<file path="config.mk">
export PLATFORM = sky130hd
export DESIGN_NAME = mrc_ctrl
export DESIGN_NICKNAME = d
export VERILOG_FILES = /design/src/rtl/mrc_pkg.sv /design/src/rtl/mrc_ctrl.sv
export SDC_FILE = /design/constraint.sdc
export NUM_CORES = 1
export LEC_CHECK = 0
export BUFFER_PORTS_ARGS = -buffer_cell sky130_fd_sc_hd__clkbuf_2
export CORE_AREA = 5 5 42 44
export CTS_CLUSTER_DIAMETER = 30
export DETAILED_ROUTE_END_ITERATION = 8
export DIE_AREA = 0 0 47 49
export PLACE_DENSITY = 0.49
export SLEW_MARGIN = 10
export SYNTH_ARGS = -nofsm -noshare
export SYNTH_HDL_FRONTEND = slang
export SYNTH_SLANG_ARGS = --single-unit
export TNS_END_PERCENT = 10
</file>
<file path="constraint.sdc">
create_clock -name i_clk -period 1.9 [get_ports i_clk]
set_input_delay 0.475 -clock i_clk [delete_from_list [all_inputs] [get_ports i_clk]]
set_output_delay 0.475 -clock i_clk [all_outputs]
set_load 0.02 [all_outputs]
</file>
<file path="src/rtl/mrc_pkg.sv">
// Shared types and constants for the max rod cut pieces block.
// Used by the channel interfaces, the controller, the datapath and the top level.
`default_nettype none

package mrc_pkg;

    // Field widths
    localparam int LEN_W     = 12;
    localparam int ENTRY_W   = LEN_W + 1;
    localparam int CFG_IDX_W = 2;

    // Table entry: reach flag on top, piece count below
    localparam logic [ENTRY_W-1:0] ENTRY_REACH = {1'b1, {LEN_W{1'b0}}};
    localparam logic [ENTRY_W-1:0] ENTRY_NONE  = '0;

    // Configuration register indexes
    localparam logic [CFG_IDX_W-1:0] CFG_SEG_LEN_A = 2'd0;
    localparam logic [CFG_IDX_W-1:0] CFG_SEG_LEN_B = 2'd1;
    localparam logic [CFG_IDX_W-1:0] CFG_SEG_LEN_C = 2'd2;

    // Commands from controller to datapath
    typedef struct packed {
        logic load;       // capture the requested rod length
        logic set_none;   // result is no exact cut
        logic set_empty;  // result is the empty cut
        logic init;       // write entry 0, start the fill at entry 1
        logic issue;      // issue one lookback read and advance
        logic emit;       // load the output register
    } t_mrc_cmd;

    // Status from datapath to controller
    typedef struct packed {
        logic over;        // rod longer than the table
        logic zero;        // rod of length 0
        logic last_issue;  // final lookback of the final entry
    } t_mrc_sts;

endpackage

`default_nettype wire

</file>
<file path="src/rtl/mrc_ctrl.sv">
// Controller state machine: request handshake, fill sequencing and result
// handshake. Depends on mrc_pkg for the command and status structs.
`default_nettype none

module mrc_ctrl
    import mrc_pkg::*;
(
    input  wire logic     i_clk,
    input  wire logic     i_rst_n,
    input  wire logic     i_req_valid,
    output logic          o_req_ready,
    output logic          o_rsp_valid,
    input  wire logic     i_rsp_ready,
    input  wire t_mrc_sts i_sts,
    output t_mrc_cmd      o_cmd
);

    typedef enum logic [2:0] {ST_IDLE, ST_CHECK, ST_RUN, ST_DRAIN, ST_FINISH} t_state;

    t_state r_state;
    t_state n_state;
    logic   r_rsp_valid;
    logic   n_rsp_valid;
    logic   out_free;

    assign out_free = !r_rsp_valid || i_rsp_ready;

    // Decode commands and next state
    always_comb begin
        o_cmd       = '0;
        n_state     = r_state;
        n_rsp_valid = r_rsp_valid && !i_rsp_ready;
        unique case (r_state)
            ST_IDLE: begin
                if (i_req_valid) begin
                    o_cmd.load = 1'b1;
                    n_state    = ST_CHECK;
                end
            end
            ST_CHECK: begin
                priority if (i_sts.over) begin
                    o_cmd.set_none = 1'b1;
                    n_state        = ST_FINISH;
                end else if (i_sts.zero) begin
                    o_cmd.set_empty = 1'b1;
                    n_state         = ST_FINISH;
                end else begin
                    o_cmd.init = 1'b1;
                    n_state    = ST_RUN;
                end
            end
            ST_RUN: begin
                o_cmd.issue = 1'b1;
                if (i_sts.last_issue) begin
                    n_state = ST_DRAIN;
                end
            end
            ST_DRAIN: begin
                n_state = ST_FINISH;
            end
            ST_FINISH: begin
                if (out_free) begin
                    o_cmd.emit  = 1'b1;
                    n_rsp_valid = 1'b1;
                    n_state     = ST_IDLE;
                end
            end
            default: begin
                n_state = ST_IDLE;
            end
        endcase
    end

    // Hold state and the result valid flag
    always_ff @(posedge i_clk) begin
        if (!i_rst_n) begin
            r_state     <= ST_IDLE;
            r_rsp_valid <= 1'b0;
        end else begin
            r_state     <= n_state;
            r_rsp_valid <= n_rsp_valid;
        end
    end

    assign o_req_ready = (r_state == ST_IDLE);
    assign o_rsp_valid = r_rsp_valid;

endmodule

`default_nettype wire
</file>
==> metrics.csv <==
stage,metric,value,unit
sta,Tcrit/Tclk final,94.65,%
routing,drt drc,0,
die,Core Footprint,1401,µm²
sta,setup ws final,0.1016,ns
clock_tree,"CTS clk-pin slew, worst paths",0.04,ns
clock_tree,Max Root-Sink Buffers,2,
sta,unrepaired setup endpoints after global routing,no,
pwr,Pleak,0.1645,nW
logic_synthesis,number of synthesis warnings,0,
min_path,HP Class,in -> reg,
global_route,vias in the first global route,227,
sta,Final Setup Violations,0,
worst_setup_path,critical path's slowest cell,or3_4,
global_route,global route overflow,0,
logic_synthesis,unique cell type count in the Yosys netlist,18,
pwr,power per cell area,737.0,nW/µm²
routing,Routed Antenna Nets,0,
finish,most frequent cells in the layout,"clkbuf_2, nor3_1, clkbuf_4, dfxtp_1",
routing,wire per inst,8.361,µm
global_route,first-pass GRT wire length,883,µm
routing,DR vias/cell,4.148,
global_route,initial antenna violation count,0,
clock_tree,hold buffers post-CTS,0,
worst_setup_path,"Worst Path Class, Setup",reg -> out,
worst_setup_path,flop2flop setup slack,0.76,ns
pwr,Int Pwr,192.3,µW
pwr,switching power,75.17,µW
routing,Starting DRT DRC Count,0,
logic_synthesis,#FFs+latches synth,4,
finish,P&R area growth vs syn,50.26,%
clock_tree,# H-tree levels,1,
die,Die Area,2303,µm²
pwr,Flop pwr share,35.7,%
worst_setup_path,reg2reg end,r_state[0],
sta,"Hold Vio Cnt, Final",0,
die,Die H,49,µm
logic_synthesis,sequential cell area fraction in the yosys report,33.16,%
logic_synthesis,Post-Syn Area per Cell,8.624,µm²
routing,DRT Wirelength,510,µm
worst_setup_path,worst reg2reg path depth,3,
finish,nets@finish,54,
finish,layout cells sized above 1,53.33,%
worst_setup_path,Critical R2R Launch,r_state[1],
worst_setup_path,crit-path cells,or3_4 -> nor3b_2 -> buf_2,
clock_tree,Setup Buffers After CTS,0,
finish,"most common cell after layout, fill and taps aside",clkbuf_2,
sta,Final Hold Slack,0.4996,ns
worst_setup_path,"Arr. time, crit path",1.32,ns
clock_tree,Inserted Clock Buffers,3,
worst_setup_path,Critical Path End Type,output port,
placed_design,Port-buffer cells,14,
worst_setup_path,worst setup path endpoint,o_cmd[3],
worst_setup_path,crit path launch,r_state[1],
sta,final slew viol count,0,
pwr,sw frac,28.11,%
sta,Slew headroom,83.21,%
die,io pins,15,
routing,first drt pass iteration count,1,
worst_setup_path,WP data required,1.42,ns
logic_synthesis,Synth Net Count,35,
sta,Setup Skew,0.002355,ns
placed_design,dpl ws,0.2876,ns
flow_run,max-cap check violation count,0,
sta,Setup TNS,0,ns
sta,Tightest Pin Transition,0.2483,ns
finish,ant diodes,0,
worst_setup_path,critical path depth,3,
global_route,Tot GR Track Use,5.489,%
worst_setup_path,Max Fanout on Critical Path,8,
worst_setup_path,Worst setup SP type,flip-flop,
clock_tree,CTS tree,built,
worst_setup_path,"CP delay by family, top",simple AND/OR/NAND/NOR gates,
die,die width,47,µm
die,Site Rows,14,
sta,fmax,556.1,MHz
logic_synthesis,Syn Inst Count,28,
worst_setup_path,delay of the slowest critical-path stage,0.41,ns
die,initial core utilization,17.23,%
placed_design,GPL Wtd Cong,0.5465,
clock_tree,Clock Latency Late Sink,0.23,ns
pwr,Peak VDD IR,0.2394,mV
clock_tree,Clk Tree Root Cell,clkbuf_4,
status,outcome,completed,
routing,vias post-DR,253,
global_route,pin count of the biggest net entering global routing,9,
pwr,clock power share,37.3,%
sta,Tmin final,1.798,ns
logic_synthesis,post-synthesis cell area,241.5,µm²
worst_setup_path,Worst Path Buf+Inv,1,
pwr,Logic pwr share,26.9,%
clock_tree,clk sinks,4,
## kinds of logic (layout without fill, tap and decap cells)
family	Yosys count	in the layout	synth area share (%)
multiplexers	1	1	4.663
AND/OR/NAND/NOR	16	16	44.56
flip-flops	4	4	33.16
AO/OA/AOI/OAI	4	4	12.44
buffers and inverters	3	20	5.176
## flip-flops by register name (all words and copies together) (netlist names)
name / cells
r_state: 3
o_rsp_valid: 1
## Yosys cell counts
cell      count  area share, %
nor3b_1       3            9.3
a21oi_1       2            4.1
or3_1         1            2.6
nor2_1        1            1.6
nor4b_1       1            3.6
o31ai_2       1            5.2
inv_1         1            1.6
or3_4         1            4.7
dfxtp_1       4             33
nor2b_1       2            5.2
o21a_1        1            3.1
nand2_1       1            1.6
nor3b_2       1            5.2
inv_2         1            1.6
mux2_1        1            4.7
clkbuf_2      1            2.1
and2_1        1            2.6
nor3_1        4            8.3
## power groups by stage
stage          sequential, mW  combinational (mW)  clock [mW]
6_report               0.0956              0.0721      0.0998
3_3_place_gp           0.0966              0.0728           0
5_1_grt                0.0965              0.0785       0.117
3_5_place_dp           0.0965              0.0727           0
4_1_cts                0.0952              0.0728       0.106
2_1_floorplan          0.0978              0.0437           0
## metal layers
| layer | wire length [µm] | global-route usage, % |
|---|---|---|
| met1 | 183 | 5.044 |
| met2 | 269 | 8.145 |
| met3 | 58 | 3.690 |
| met4 | 0 | 4.147 |
| met5 | 0 | 0 |
## metrics by stage
stage	total power, mW	util (%)	std cells	cell area [µm²]
2_1_floorplan	0.1415	-	28	241.5
3_3_place_gp	0.1694	23.84	58	334.1
3_5_place_dp	0.1692	23.84	58	334.1
4_1_cts	0.2739	25.45	61	356.6
5_1_grt	0.2918	25.89	61	362.8
6_report	0.2674	25.89	61	362.8
## worst min path at each step
stage / end / cells past startpoint / start
after floorplan: r_state[0] / 1 / r_state[2]
after global routing: o_rsp_valid / 2 / i_rst_n
after global placement: r_state[2] / 3 / r_state[0]
final: o_rsp_valid / 2 / i_rst_n
after CTS: o_rsp_valid / 2 / i_rst_n
after detailed placement: r_state[0] / 1 / r_state[2]
## cell type report
type	instances	area, µm²
Clock buffer	3	22.52
Fill cell	171	1039
Inverter	2	7.507
Multi-Input combinational cell	21	153.9
Sequential cell	4	81.33
Tap cell	16	20.02
Timing Repair Buffer	15	77.57
## what timing repair did
action	CTS	global route
setup endpoints to repair	0	2
gates resized for setup	0	3
hold endpoints to repair	0	0
Power figures use the tool's default switching activity.
